File: src/hw/rtl/tpo_pkg.sv
package tpo_pkg;

    localparam int HOLES_DEF            = 2;
    localparam int CORNERS_PER_HOLE_DEF = 4;
    localparam int COORD_BITS_DEF       = 16;
    localparam int HOLE_REGS            = 2;
    localparam int CFG_IDX_BITS         = 3;
    localparam int CFG_DATA_BITS        = 64;

    localparam logic [CFG_IDX_BITS-1:0] REG_RELEVANT_DISTANCE   = 3'd0;
    localparam logic [CFG_IDX_BITS-1:0] REG_HOLE_A_CORNERS_LOW  = 3'd1;
    localparam logic [CFG_IDX_BITS-1:0] REG_HOLE_A_CORNERS_HIGH = 3'd2;
    localparam logic [CFG_IDX_BITS-1:0] REG_HOLE_B_CORNERS_LOW  = 3'd3;
    localparam logic [CFG_IDX_BITS-1:0] REG_HOLE_B_CORNERS_HIGH = 3'd4;

    localparam logic OP_STORE = 1'b0;
    localparam logic OP_TEST  = 1'b1;

    typedef struct packed {
        logic        op;
        logic [15:0] x_a;
        logic [15:0] y_a;
        logic [15:0] x_b;
        logic [15:0] y_b;
        logic [15:0] x_c;
        logic [15:0] y_c;
        logic [15:0] id_a;
        logic [15:0] id_b;
        logic [15:0] id_c;
    } item_t;

    typedef struct packed {
        logic visible;
        logic too_far;
        logic occluded;
    } result_t;

    // Candidate job passed from front to back: reference triangle as seen at accept,
    // candidate coordinates, ids and distance verdict
    typedef struct packed {
        logic        far;
        logic [47:0] ref_x;
        logic [47:0] ref_y;
        logic [47:0] ref_id;
        logic [15:0] x_a;
        logic [15:0] y_a;
        logic [15:0] x_b;
        logic [15:0] y_b;
        logic [15:0] x_c;
        logic [15:0] y_c;
        logic [15:0] id_a;
        logic [15:0] id_b;
        logic [15:0] id_c;
    } job_t;

endpackage

File: src/hw/rtl/tpo_front.sv
// Front: store reference triangle, run the centroid distance check, queue a job
module tpo_front #(
    parameter int COORD_BITS = tpo_pkg::COORD_BITS_DEF
) (
    input  logic                clk,
    input  logic                rst_n,
    input  logic                in_valid,
    output logic                in_ready,
    input  tpo_pkg::item_t      in_data,
    input  logic [15:0]         relevant_distance,
    output logic                job_valid,
    input  logic                job_ready,
    output tpo_pkg::job_t       job_data
);
    localparam int SB = COORD_BITS + 3;        // sum and difference width
    localparam int PB = 2 * SB;                // square width

    localparam logic [1:0] ST_IDLE = 2'd0;
    localparam logic [1:0] ST_SQ   = 2'd1;
    localparam logic [1:0] ST_CMP  = 2'd2;
    localparam logic [1:0] ST_OUT  = 2'd3;

    logic [1:0] state_reg, state_next;
    logic [47:0] ref_x_reg, ref_y_reg, ref_id_reg;
    tpo_pkg::job_t job_reg;
    logic signed [SB-1:0] dsx_reg, dsy_reg;
    logic [PB-1:0] sqx_reg, sqy_reg;
    logic [35:0]   lim_reg;

    function automatic logic signed [SB-1:0] sx(input logic [15:0] v);
        return SB'($signed(v[COORD_BITS-1:0]));
    endfunction

    logic accept;
    logic [33:0] rd_sq;
    assign accept   = in_valid && in_ready;
    assign in_ready = (state_reg == ST_IDLE);
    assign rd_sq    = 34'(relevant_distance) * 34'(relevant_distance);

    // Advance the state
    always_comb
    begin
        state_next = state_reg;
        case (state_reg)
            ST_IDLE: if (accept && in_data.op == tpo_pkg::OP_TEST) state_next = ST_SQ;
            ST_SQ:   state_next = ST_CMP;
            ST_CMP:  state_next = ST_OUT;
            ST_OUT:  if (job_ready) state_next = ST_IDLE;
            default: state_next = ST_IDLE;
        endcase
    end

    always_ff @(posedge clk or negedge rst_n)
    begin
        if (!rst_n)
        begin
            state_reg  <= ST_IDLE;
            ref_x_reg  <= '0;
            ref_y_reg  <= '0;
            ref_id_reg <= '0;
        end
        else
        begin
            state_reg <= state_next;
            if (accept && in_data.op == tpo_pkg::OP_STORE)
            begin
                ref_x_reg  <= {in_data.x_c, in_data.x_b, in_data.x_a};
                ref_y_reg  <= {in_data.y_c, in_data.y_b, in_data.y_a};
                ref_id_reg <= {in_data.id_c, in_data.id_b, in_data.id_a};
            end
        end
    end

    // Datapath: difference of sums, then squares, then compare
    always_ff @(posedge clk)
    begin
        case (state_reg)
            ST_IDLE:
            begin
                if (accept)
                begin
                    job_reg.far    <= 1'b0;
                    job_reg.ref_x  <= ref_x_reg;
                    job_reg.ref_y  <= ref_y_reg;
                    job_reg.ref_id <= ref_id_reg;
                    job_reg.x_a  <= in_data.x_a;
                    job_reg.y_a  <= in_data.y_a;
                    job_reg.x_b  <= in_data.x_b;
                    job_reg.y_b  <= in_data.y_b;
                    job_reg.x_c  <= in_data.x_c;
                    job_reg.y_c  <= in_data.y_c;
                    job_reg.id_a <= in_data.id_a;
                    job_reg.id_b <= in_data.id_b;
                    job_reg.id_c <= in_data.id_c;
                    dsx_reg <= (sx(ref_x_reg[15:0]) + sx(ref_x_reg[31:16])
                                + sx(ref_x_reg[47:32]))
                             - (sx(in_data.x_a) + sx(in_data.x_b) + sx(in_data.x_c));
                    dsy_reg <= (sx(ref_y_reg[15:0]) + sx(ref_y_reg[31:16])
                                + sx(ref_y_reg[47:32]))
                             - (sx(in_data.y_a) + sx(in_data.y_b) + sx(in_data.y_c));
                    lim_reg <= 36'(rd_sq) * 36'd9;
                end
            end
            ST_SQ:
            begin
                sqx_reg <= PB'(dsx_reg * dsx_reg);
                sqy_reg <= PB'(dsy_reg * dsy_reg);
            end
            ST_CMP:
            begin
                job_reg.far <= ((PB+1)'(sqx_reg) + (PB+1)'(sqy_reg)) > (PB+1)'(lim_reg);
            end
            default: ;
        endcase
    end

    assign job_valid = (state_reg == ST_OUT);
    assign job_data  = job_reg;
endmodule

File: config.mk
export PLATFORM = sky130hd
export DESIGN_NAME = tpo_front
export DESIGN_NICKNAME = d
export VERILOG_FILES = /design/src/hw/rtl/tpo_pkg.sv /design/src/hw/rtl/tpo_front.sv
export SDC_FILE = /design/constraint.sdc
export NUM_CORES = 2
export LEC_CHECK = 0
export BUFFER_PORTS_ARGS = -buffer_cell sky130_fd_sc_hd__buf_2
export CORE_ASPECT_RATIO = 1.75
export CORE_MARGIN = 2
export CORE_UTILIZATION = 46
export CTS_BUF_LIST = sky130_fd_sc_hd__clkbuf_2 sky130_fd_sc_hd__clkbuf_4 sky130_fd_sc_hd__clkbuf_8
export CTS_CLUSTER_DIAMETER = 80
export DETAILED_ROUTE_END_ITERATION = 8
export PLACE_DENSITY_LB_ADDON = 0.08
export SETUP_SLACK_MARGIN = 0.02
export SLEW_MARGIN = 10
export SYNTH_ARGS = -nofsm -noshare
export SYNTH_HDL_FRONTEND = slang
export SYNTH_SLANG_ARGS = --single-unit
File: constraint.sdc
create_clock -name clk -period 24.8 [get_ports clk]
set_clock_uncertainty 0.2 [all_clocks]
set_input_delay 0 -clock clk [delete_from_list [all_inputs] [get_ports clk]]
set_output_delay 0 -clock clk [all_outputs]
set_load 0.02 [all_outputs]
==> flow_summary.toml <==
[clock_network]
clk_pin_slew_ns = 0.07
cts_buffers = 90
clkLatencyLatePin_ns = 0.78
post-cts-setup-buffers = 0
clock_path_buffers = 3
ctsResizeCount = 0
root_buffer = "clkbuf_8"
cts_tree = "done"
clock-sinks = 582
htreeDepth = 3
ctsHoldBuffers = 304

[setup_path]
worstSetupPathType = "primary input to register"
slowest_delay_ns = 0.53
crit_path_end_kind = "register"
worstPathArrival_ns = 8.55
slowest_stage = "dlygate4sd3_1"
cp_max_fo = 19
worstSetupStartpointType = "primary input"
cp.required_ns = 25.11

[grt]
grt_pass1_vias = 44000
grt_pass1_wl_microns = 248000
overflow = 0
grt_max_degree = 68
grt_usage_pct = 25.7
antenna_found_initial = 9

[timing]
fin_tns_setup_ns = 0
drv_slew = 0
worstMarginPinSlew_ns = 1.08
setup_ws_ns = 16.56
period_share_pct = 33.2
whs_ns = 0.125
timing.fmax_mhz = 121
finalSetupViolations = 0
slew_headroom_pct = 27.8
min_period_ns = 8.24
timing.final.hold_violations = 0
rsz0062_at_grt = "no"

[layout]
regArea_sq_mm = 0.0167
drive_above_1_share_pct = 14.1
nNetsFinal = 7470
largest_register_ffs = 289
final_cells = 7567
multi_input_area_sq_mm = 0.0366
syn2layout_area_growth_pct = 16.1
fillers = 11100

[floorplanning]
core_area_sq_mm = 0.125
start_util_pct = 46.3
io_pins = 456
rows = 172
fp.dieW_microns = 273
dieArea_sq_mm = 0.129
die_y_microns = 474

[synthesis]
syn_inst = 5044
syn_avg_cell_area_sq_um = 11.5
yosysWarnings = 0
syn_nets = 6682
syn-cell-area_sq_mm = 0.0581
synth_edf_count = 436
ys_seq_area_share_pct = 28.8
ys_async_sr_fraction_pct = 25.1
netlist-cell-type-count = 70
synth_seq_cells = 582
synth_flop_cell = "edfxtp_1"

[routing]
via_per_inst = 5.10
drc_errors = 0
wire_per_inst_microns = 21.2
drt_iter0_drc = 1702
vias = 38600
wirelength_microns = 160000
drtPass1Iterations = 7
antenna_left = 0

[status]
status = "finished, final reports clean"

[placed_design]
port_buffers = 455
place_inst = 7089
dp_hpwl_microns = 126000
place_congestion = 0.946
dp_slack_ns = 16.31

[hold_path]
hp-class = "primary input to async pin"

[flow_run]
maxCapViolCount = 0
-- critical path, delay by kind of cell --
kind | cells | cell delay, ns
adder cells (fa/ha/maj) | 9 | 3.95
AO/OA/AOI/OAI | 14 | 2.82
buffers and inverters | 8 | 1.06
AND/OR/NAND/NOR | 3 | 0.42
XOR/XNOR | 2 | 0.30
-- Yosys cell counts (all sizes together) (101+ instances only) --
master	number	area [sq um]
nand2	340	1280
ha	506	6330
fa	967	19400
dfrtp	146	3650
clkbuf	101	379
and2	195	1220
nor2	150	563
edfxtp	436	13100
a21oi	139	703
xnor2	145	1270
inv	1172	4400
mux2	145	1630
-- cells in the final DEF, fill, tap and decap left out, types with 34 or more instances in the layout --
cell           instances
o21ai_0               76
nand2_1              340
nor2_1               150
nor2b_1               40
clkbuf_8             105
and2_1               194
dlygate4sd3_1        303
edfxtp_1             436
dfrtp_1              146
ha_1                 505
inv_1               1172
buf_2                454
fa_1                 967
mux2_2               145
xnor2_1              145
buf_4                 39
nand3_1               34
xor2_1                67
a21oi_1              137
nand2b_1              36
a21o_1                85
-- layout make-up --
type	instances	area share, %
repair buffers	798	8.35
flip-flops and latches	582	24.8
clock buffers	127	2.39
clock inverters	40	0.584
well taps	1653	3.06
inverters	1172	6.52
diodes	7	0.0260
multi-input cells	3188	54.3
-- kinds of logic (layout without fill, tap and decap cells) --
kind of cell	after synthesis	count (layout)	share of synthesized area [%]
buf+inv	1274	2137	8.23
mux	146	146	2.83
fa+ha+maj	1473	1473	44.2
other cells	0	7	0
simple gates	889	889	7.37
compound gates	468	468	5.35
xor+xnor	212	212	3.20
flops	582	582	28.8
-- metal layers --
metal | wire (microns) | vias to the layer above | part of all wire (%) | GRT usage (%)
met1 | 54500 | 19700 | 34 | 26.6
met5 | 12 | - | 0.0075 | 0
li1 | - | 17500 | - | -
met4 | 12100 | 2 | 7.5 | 16.1
met2 | 85400 | 1003 | 53 | 47.1
met3 | 8400 | 395 | 5.2 | 5.12
-- stage by stage --
step,area [sq um],utilization [%]
final,67500,53.8
after global routing,67500,53.8
after CTS,67500,53.8
after detailed placement,62400,49.7
after global placement,62400,49.7
after floorplan,58100,-
-- path summary, 6_finish.rpt --
kind | from | end | slack, ns | cells after the start
worst max-delay path | relevant_distance[1] | lim_reg[34] | 16.56 | 36
worst min-delay path | rst_n | ref_y_reg[15] | 0.13 | 4
worst max register to register | dsy_reg[3] | sqy_reg[35] | 16.74 | 22
worst min register to register | ref_id_reg[36] | job_data[180] | 0.24 | 0
max in group asynchronous | rst_n | ref_x_reg[13] | 22.65 | 5
min in group clk | relevant_distance[1] | lim_reg[2] | 0.21 | 3
Power is not shown: default switching activity piles up to over one toggle a cycle in this logic, so the estimate is an artifact.
