==> config.mk <==
export PLATFORM = sky130hd
export DESIGN_NAME = tpo_queue
export DESIGN_NICKNAME = d
export VERILOG_FILES = /design/src/hw/rtl/tpo_pkg.sv /design/src/hw/rtl/tpo_queue.sv
export SDC_FILE = /design/constraint.sdc
export NUM_CORES = 1
export LEC_CHECK = 0
export BUFFER_PORTS_ARGS = -buffer_cell sky130_fd_sc_hd__buf_2
export CAP_MARGIN = 10
export CORE_AREA = 2 2 230 232
export DETAILED_ROUTE_END_ITERATION = 10
export DIE_AREA = 0 0 232 234
export GPL_TIMING_DRIVEN = 0
export PLACE_DENSITY = 0.69
export SLEW_MARGIN = 20
export SYNTH_ARGS = -nofsm -noshare
export SYNTH_HDL_FRONTEND = slang
export SYNTH_SLANG_ARGS = --single-unit
==> constraint.sdc <==
create_clock -name clk -period 15.6 [get_ports clk]
set_input_delay 0.78 -clock clk [delete_from_list [all_inputs] [get_ports clk]]
set_output_delay 0.78 -clock clk [all_outputs]
set_load 0.005 [all_outputs]
==> src/hw/rtl/tpo_pkg.sv <==
package tpo_pkg;

    localparam int HOLES_DEF            = 2;
    localparam int CORNERS_PER_HOLE_DEF = 4;
    localparam int COORD_BITS_DEF       = 16;
    localparam int HOLE_REGS            = 2;
    localparam int CFG_IDX_BITS         = 3;
    localparam int CFG_DATA_BITS        = 64;

    localparam logic [CFG_IDX_BITS-1:0] REG_RELEVANT_DISTANCE   = 3'd0;
    localparam logic [CFG_IDX_BITS-1:0] REG_HOLE_A_CORNERS_LOW  = 3'd1;
    localparam logic [CFG_IDX_BITS-1:0] REG_HOLE_A_CORNERS_HIGH = 3'd2;
    localparam logic [CFG_IDX_BITS-1:0] REG_HOLE_B_CORNERS_LOW  = 3'd3;
    localparam logic [CFG_IDX_BITS-1:0] REG_HOLE_B_CORNERS_HIGH = 3'd4;

    localparam logic OP_STORE = 1'b0;
    localparam logic OP_TEST  = 1'b1;

    typedef struct packed {
        logic        op;
        logic [15:0] x_a;
        logic [15:0] y_a;
        logic [15:0] x_b;
        logic [15:0] y_b;
        logic [15:0] x_c;
        logic [15:0] y_c;
        logic [15:0] id_a;
        logic [15:0] id_b;
        logic [15:0] id_c;
    } item_t;

    typedef struct packed {
        logic visible;
        logic too_far;
        logic occluded;
    } result_t;

    // Candidate job passed from front to back: reference triangle as seen at accept,
    // candidate coordinates, ids and distance verdict
    typedef struct packed {
        logic        far;
        logic [47:0] ref_x;
        logic [47:0] ref_y;
        logic [47:0] ref_id;
        logic [15:0] x_a;
        logic [15:0] y_a;
        logic [15:0] x_b;
        logic [15:0] y_b;
        logic [15:0] x_c;
        logic [15:0] y_c;
        logic [15:0] id_a;
        logic [15:0] id_b;
        logic [15:0] id_c;
    } job_t;

endpackage

==> src/hw/rtl/tpo_queue.sv <==
// Two-entry job queue between front and back
module tpo_queue (
    input  logic           clk,
    input  logic           rst_n,
    input  logic           wr_valid,
    output logic           wr_ready,
    input  tpo_pkg::job_t  wr_data,
    output logic           rd_valid,
    input  logic           rd_ready,
    output tpo_pkg::job_t  rd_data
);
    tpo_pkg::job_t mem_reg [2];
    logic       wp_reg, rp_reg;
    logic [1:0] cnt_reg;
    logic wr, rd;

    assign wr_ready = (cnt_reg != 2'd2);
    assign rd_valid = (cnt_reg != 2'd0);
    assign wr = wr_valid && wr_ready;
    assign rd = rd_valid && rd_ready;
    assign rd_data = mem_reg[rp_reg];

    // Advance pointers and count
    always_ff @(posedge clk or negedge rst_n)
    begin
        if (!rst_n)
        begin
            wp_reg  <= 1'b0;
            rp_reg  <= 1'b0;
            cnt_reg <= 2'd0;
        end
        else
        begin
            if (wr) wp_reg <= ~wp_reg;
            if (rd) rp_reg <= ~rp_reg;
            cnt_reg <= cnt_reg + 2'(wr) - 2'(rd);
        end
    end

    always_ff @(posedge clk)
    begin
        if (wr) mem_reg[wp_reg] <= wr_data;
    end
endmodule

==> results of run 1 <==
placed cells by master (no fill, tap or decap), drive strengths merged, types with 2 or more instances in the layout:
cell,synthesis,final
bufinv,0,3
inv,1,4
edfxtp,578,578
diode,0,10
mux2,289,289
buf,32,634
xnor2,3,3
clkinv,0,24
clkbuf,0,74
dfrtp,4,4
ha,2,2
final cells by class:
class / instances / area, um2
fillers: 4186 / 24500
diodes: 10 / 25.0
flip-flops and latches: 582 / 17500
repair buffers: 603 / 3390
clock buffers: 74 / 1580
plain buffers: 32 / 231
clock inverters: 31 / 238
well taps: 688 / 861
inverters: 1 / 3.75
multi-input cells: 301 / 3730
how the worst min path moves through the flow:
stage / start / endpoint / slack, ns / depth (start not counted)
6_report: wr_data[173] / mem_reg[1][173] / 0.36 / 1
5_1_grt: wr_data[64] / mem_reg[1][64] / 0.32 / 1
4_1_cts: wr_data[264] / mem_reg[0][264] / 0.31 / 1
3_5_place_dp: cnt_reg[0] / cnt_reg[0] / 0.51 / 1
3_3_place_gp: wp_reg / wp_reg / 0.48 / 1
2_1_floorplan: wp_reg / wp_reg / 0.46 / 1
layer usage:
metal,vias to the layer above,GRT usage [%]
li1,5024,-
met1,5428,18.2
met2,436,29.3
met3,102,6.61
met4,16,6.27
met5,-,0
logic make-up (layout without fill, tap and decap cells):
kind of cell,Yosys count,count (layout),synth area share (%)
buffers and inverters,33,741,1.10
muxes,289,289,17.0
other,0,10,0
DFF,582,582,81.5
xor gates and xnor gates,4,4,0.164
and+or+nand+nor,6,6,0.152
adders and majority gates,2,2,0.117
critical path, cell delays in order, from the launching register on:
cell and delay [ns]:
dfrtp_1 0.33, buf_2 0.31, buf_2 0.39, mux2_2 0.41
buf_2 0.16
timing repair:
| item | CTS | global route |
|---|---|---|
| endpoints found under the hold margin | 4 | 0 |
| buffers inserted | 0 | 0 |
| hold buffers | 1 | 0 |
Yosys cell counts:
cell	instances	share of area (%)
mux2_2	189	9.9
buf_6	11	0.58
buf_4	1	0.035
xnor2_1	3	0.12
edfxtp_1	578	81
and2_1	1	0.029
inv_1	1	0.018
nand2b_1	1	0.029
ha_1	2	0.12
nor2_1	1	0.018
and3_1	1	0.029
or2_2	1	0.029
mux2_4	100	7.0
nand2_1	1	0.018
xor2_1	1	0.041
buf_2	20	0.47
dfrtp_1	4	0.47
power breakdown:
part           leakage (nW)  switching [mW]  internal (mW)
logic                  4.25           0.782          0.797
registers              5.41          0.0720           2.13
clock network         0.878           0.561          0.760
==> flow_metrics.py, run 1 <==
metrics = {
    "timing": {
        "drv_slew": 0,
        "relSlewSlack_pct": 63.1,
        "finalClockSkew_ns": 0.0159,
        "setup_slack_ns": 12.62,
        "period_share_pct": 19.1,
        "hold_viol_final": 0,
        "max_freq_mhz": 336,
        "fin_setup_tns_ns": 0,
        "worst_hold_slack_ns": 0.360,
        "rsz0062_at_grt": "false",
        "worstMarginPinSlew_ns": 0.552,
        "period_needed_ns": 2.98,
        "setup_violations": 0,
    },
    "final_layout": {
        "layout.cells.non_filler": 2322,
        "nets": 1876,
        "final_layout_size_suffix_gt1_share_pct": 61.6,
        "fin_util_pct": 52.9,
        "area_growth_pct": 28.5,
        "stdcell_area_um2": 27500,
        "largest_reg_flops": 578,
    },
    "detailed_routing": {
        "firstDrtPassIters": 7,
        "routed_wirelength_mm": 47.5,
        "drtIter0Drc": 490,
        "antenna_left": 0,
        "topRoutingLayerUsed": "met5",
        "drc_errors": 0,
        "wl_met1_mm": 17.3,
        "wl_per_cell_um": 20.5,
        "vias": 11000,
        "wl_met2_mm": 24.2,
        "viasPerCell": 4.74,
        "wl_met3_mm": 4.48,
    },
    "pwr": {
        "total_power_mw": 5.10,
        "power_density_nw_per_um2": 185,
        "vdd.ir_drop.worst_v": 0.000114,
        "p_leak_nw": 10.5,
    },
    "worst_setup_path": {
        "startpoint": "rp_reg",
        "cp-end-kind": "output pin",
        "r2r.worst_path.cells": 8,
        "arrival_ns": 2.20,
        "crit_required_ns": 14.82,
        "crit_end": "rd_data[111]",
        "criticalPathCategory": "flop to output pin",
        "r2r-start": "cnt_reg[1]",
        "r2r-end": "mem_reg[0][259]",
        "cp_max_fo": 10,
        "worstSetupStartpointType": "flop",
        "r2r_slack_ns": 13.04,
    },
    "placed_design": {
        "gp_congestion": 0.777,
        "place_area_um2": 25700,
        "hpwl_mm": 34.7,
        "dpl_worst_slack_ns": 12.72,
        "io_buffers": 583,
        "dp.cells": 2206,
    },
    "grt": {
        "grt_overflow": 0,
        "grt_max_degree": 53,
        "grt_usage_pct": 16.7,
        "antenna_found_initial": 16,
        "grt_pass1_wl_mm": 67.4,
        "grt_pass1_vias": 11400,
    },
    "floorplan": {
        "core-area_um2": 52000,
        "rows": 84,
        "io_pins": 584,
        "chipHeight_um": 234,
        "die_area_um2": 54300,
        "die_w_um": 232,
        "start_util_pct": 41.2,
    },
    "synthesis": {
        "yosysSeqAreaShare_pct": 81.5,
        "avgSynthCellArea_um2": 23.4,
        "syn_nets": 1211,
        "synth-seq-cells": 582,
        "yosys_warnings": 0,
        "synthesis.area_um2": 21400,
        "syn-instance-count": 916,
        "synth.distinct_cells": 17,
    },
    "clocking": {
        "clock_latency_ns": 0.60,
        "htree_levels": 2,
        "cts.sinks": 582,
        "tritoncts": "done",
        "cts-root-buf": "clkbuf_16",
        "cts-resized-gates": 0,
        "clk_path_buf_depth": 3,
        "cts.clk_slew.worst_paths_ns": 0.06,
        "cts-buffers-inserted": 60,
    },
    "status": {
        "outcome": "complete, no violations",
    },
    "hold_path": {
        "hold_path_class": "input port to flop",
    },
    "flow_run": {
        "max_cap_viol_count": 0,
    },
}
(Power assumes the default switching activity.)
==> run 2: changes to the inputs <==
Settings changed: PLACE_DENSITY 0.69 to 0.72.
Clock period 15.6 ns to 2.62 ns, I/O delays scaled along.
==> run 2 against run 1 <==
Compared with the run above:
- largest power group unchanged
- power grew to 6.1 times the previous value
- design area is 11% higher
- routed wire length up 10%
- critical path depth unchanged
- register-to-register slack worse by 13 ns
- highest routed layer is now met4
- combinational power increased to 6.3 times the previous value
- clock power rose to 6.0 times the previous value
- via count grew 13%
- worst setup slack lost 12 ns
- largest cell class unchanged
- sequential share of layout area is 6.0 points lower
- first-iteration DRC count rose by 13%
- clock skew fell by 0.0012 ns
==> flow_metrics.py, run 2 (synthesized netlist as in run 1, its figures left out) <==
metrics = {
    "final_layout": {
        "largest_reg_flops": 578,
        "seqCellArea_um2": 17500,
        "stdcell_area_um2": 30400,
        "nets": 2166,
        "layout_common_cells": "buf_2, edfxtp_1, dlygate4sd3_1",
        "multiInputGateArea_um2": 3740,
        "final_layout_size_suffix_gt1_share_pct": 52.2,
        "final_common_cell": "buf_2",
        "nFillCells": 3715,
        "area_growth_pct": 42.0,
    },
    "pwr": {
        "p_leak_nw": 11.8,
        "vdd.ir_drop.worst_v": 0.000740,
        "power_density_nw_per_um2": 1020,
    },
    "status": {
        "outcome": "complete, no violations",
    },
    "floorplan": {
        "core-area_um2": 52000,
        "die_area_um2": 54300,
        "chipHeight_um": 234,
        "start_util_pct": 41.2,
        "die_w_um": 232,
        "io_pins": 584,
        "rows": 84,
    },
    "clocking": {
        "clk_path_buf_depth": 3,
        "cts.sinks": 582,
        "cts-buffers-inserted": 57,
        "htree_levels": 2,
        "tritoncts": "done",
        "clock_latency_ns": 0.59,
        "cts.clk_slew.worst_paths_ns": 0.06,
        "cts-root-buf": "clkbuf_16",
    },
    "placed_design": {
        "place_area_um2": 25600,
        "gp_congestion": 0.772,
        "hpwl_mm": 34.0,
        "io_buffers": 583,
        "dpl_worst_slack_ns": -0.202,
    },
    "detailed_routing": {
        "firstDrtPassIters": 5,
        "wl_per_cell_um": 20.1,
        "routed_wirelength_mm": 52.4,
        "drc_errors": 0,
        "vias": 12400,
        "antenna_left": 0,
        "drtIter0Drc": 556,
        "viasPerCell": 4.76,
    },
    "worst_setup_path": {
        "slowest_delay_ns": 0.45,
        "arrival_ns": 2.25,
        "cpMostUsedCell": "buf_2",
        "path_buf_inv": 3,
        "critPathTopFamily": "buffers and inverters",
        "cp_cell_sequence": "buf_2 -> buf_2 -> mux2_2 -> buf_2",
        "cp_max_fo": 10,
        "slowest_stage": "buf_2",
        "worstSetupStartpointType": "flop",
        "criticalPathCategory": "flop to output pin",
        "cp-end-kind": "output pin",
        "crit_required_ns": 2.49,
    },
    "timing": {
        "relSlewSlack_pct": 72.2,
        "max_freq_mhz": 420,
        "worst_hold_slack_ns": 0.260,
        "setup_violations": 0,
        "fin_setup_tns_ns": 0,
        "period_needed_ns": 2.38,
        "worstMarginPinSlew_ns": 0.417,
        "hold_viol_final": 0,
        "setup_slack_ns": 0.241,
        "rsz0062_at_grt": "false",
        "finalClockSkew_ns": 0.0147,
        "drv_slew": 0,
        "period_share_pct": 90.8,
    },
    "grt": {
        "grt_pass1_wl_mm": 75.9,
        "grt_max_degree": 53,
        "antenna_found_initial": 4,
        "grt_pass1_vias": 13400,
        "grt_usage_pct": 18.5,
        "grt_overflow": 0,
    },
    "flow_run": {
        "max_cap_viol_count": 0,
    },
    "hold_path": {
        "hold_path_class": "input port to flop",
    },
}
-- run 2: cell types whose count changed in the layout (fill, tap and decap cells not counted), sizes merged --
cell         change
clkbuf           +5
dlygate4sd3    +292
bufinv           +2
inv              -1
diode            -4
clkinv           -3
-- run 2: per-layer routing --
layer  track usage, %  share of wire, %  vias to the layer above
met3             5.53               7.6                      111
met4             7.69               3.6                        0
met1             20.4                37                     6186
met5                0                 0                        -
met2             33.2                52                      535
li1                 -                 -                     5595
-- run 2: layout make-up --
type / instances / share of cell area (%)
sequential: 582 / 57.4
timing repair buffer: 896 / 20.7
multi-input combinational: 301 / 12.3
clock buffer: 78 / 5.09
tap: 688 / 2.83
clock inverter: 29 / 0.889
buffer: 32 / 0.769
antenna: 6 / 0.0494
inverter: 1 / 0.0123
-- run 2: final timing paths --
| path | from | to | slack (ns) | cells past startpoint |
|---|---|---|---|---|
| max | rp_reg | rd_data[112] | 0.24 | 4 |
| min | wr_data[69] | mem_reg[0][69] | 0.26 | 2 |
| max reg2reg | cnt_reg[1] | mem_reg[1][119] | 0.26 | 5 |
| min reg2reg | cnt_reg[0] | cnt_reg[0] | 0.51 | 1 |
| max in group asynchronous | rst_n | wp_reg | 1.98 | 3 |
| min in group asynchronous | rst_n | cnt_reg[1] | 0.46 | 3 |
-- run 2: where the power goes --
group	leakage [nW]	internal, mW	switching (mW)	total, mW
logic	5.47	5.01	4.91	9.92
clock network	0.879	4.62	3.33	7.95
registers	5.41	12.7	0.468	13.2
-- run 2: what timing repair did --
| item | in CTS | in global routing |
|---|---|---|
| pin swaps | 1 | 0 |
| hold buffers | 293 | 0 |
| setup endpoints to repair | 36 | 2 |
| gates resized for setup | 0 | 1 |
| hold endpoints to repair | 585 | 0 |
| setup buffers | 2 | 0 |
-- run 2: stage by stage --
step | power [mW] | utilization, % | std cells
2_1_floorplan | 18.8 | - | 916
3_3_place_gp | 21.2 | 48.4 | 2187
3_5_place_dp | 22.9 | 49.3 | 2205
4_1_cts | 31.2 | 58.4 | 2607
5_1_grt | 32.4 | 58.4 | 2610
6_report | 31.0 | 58.5 | 2613
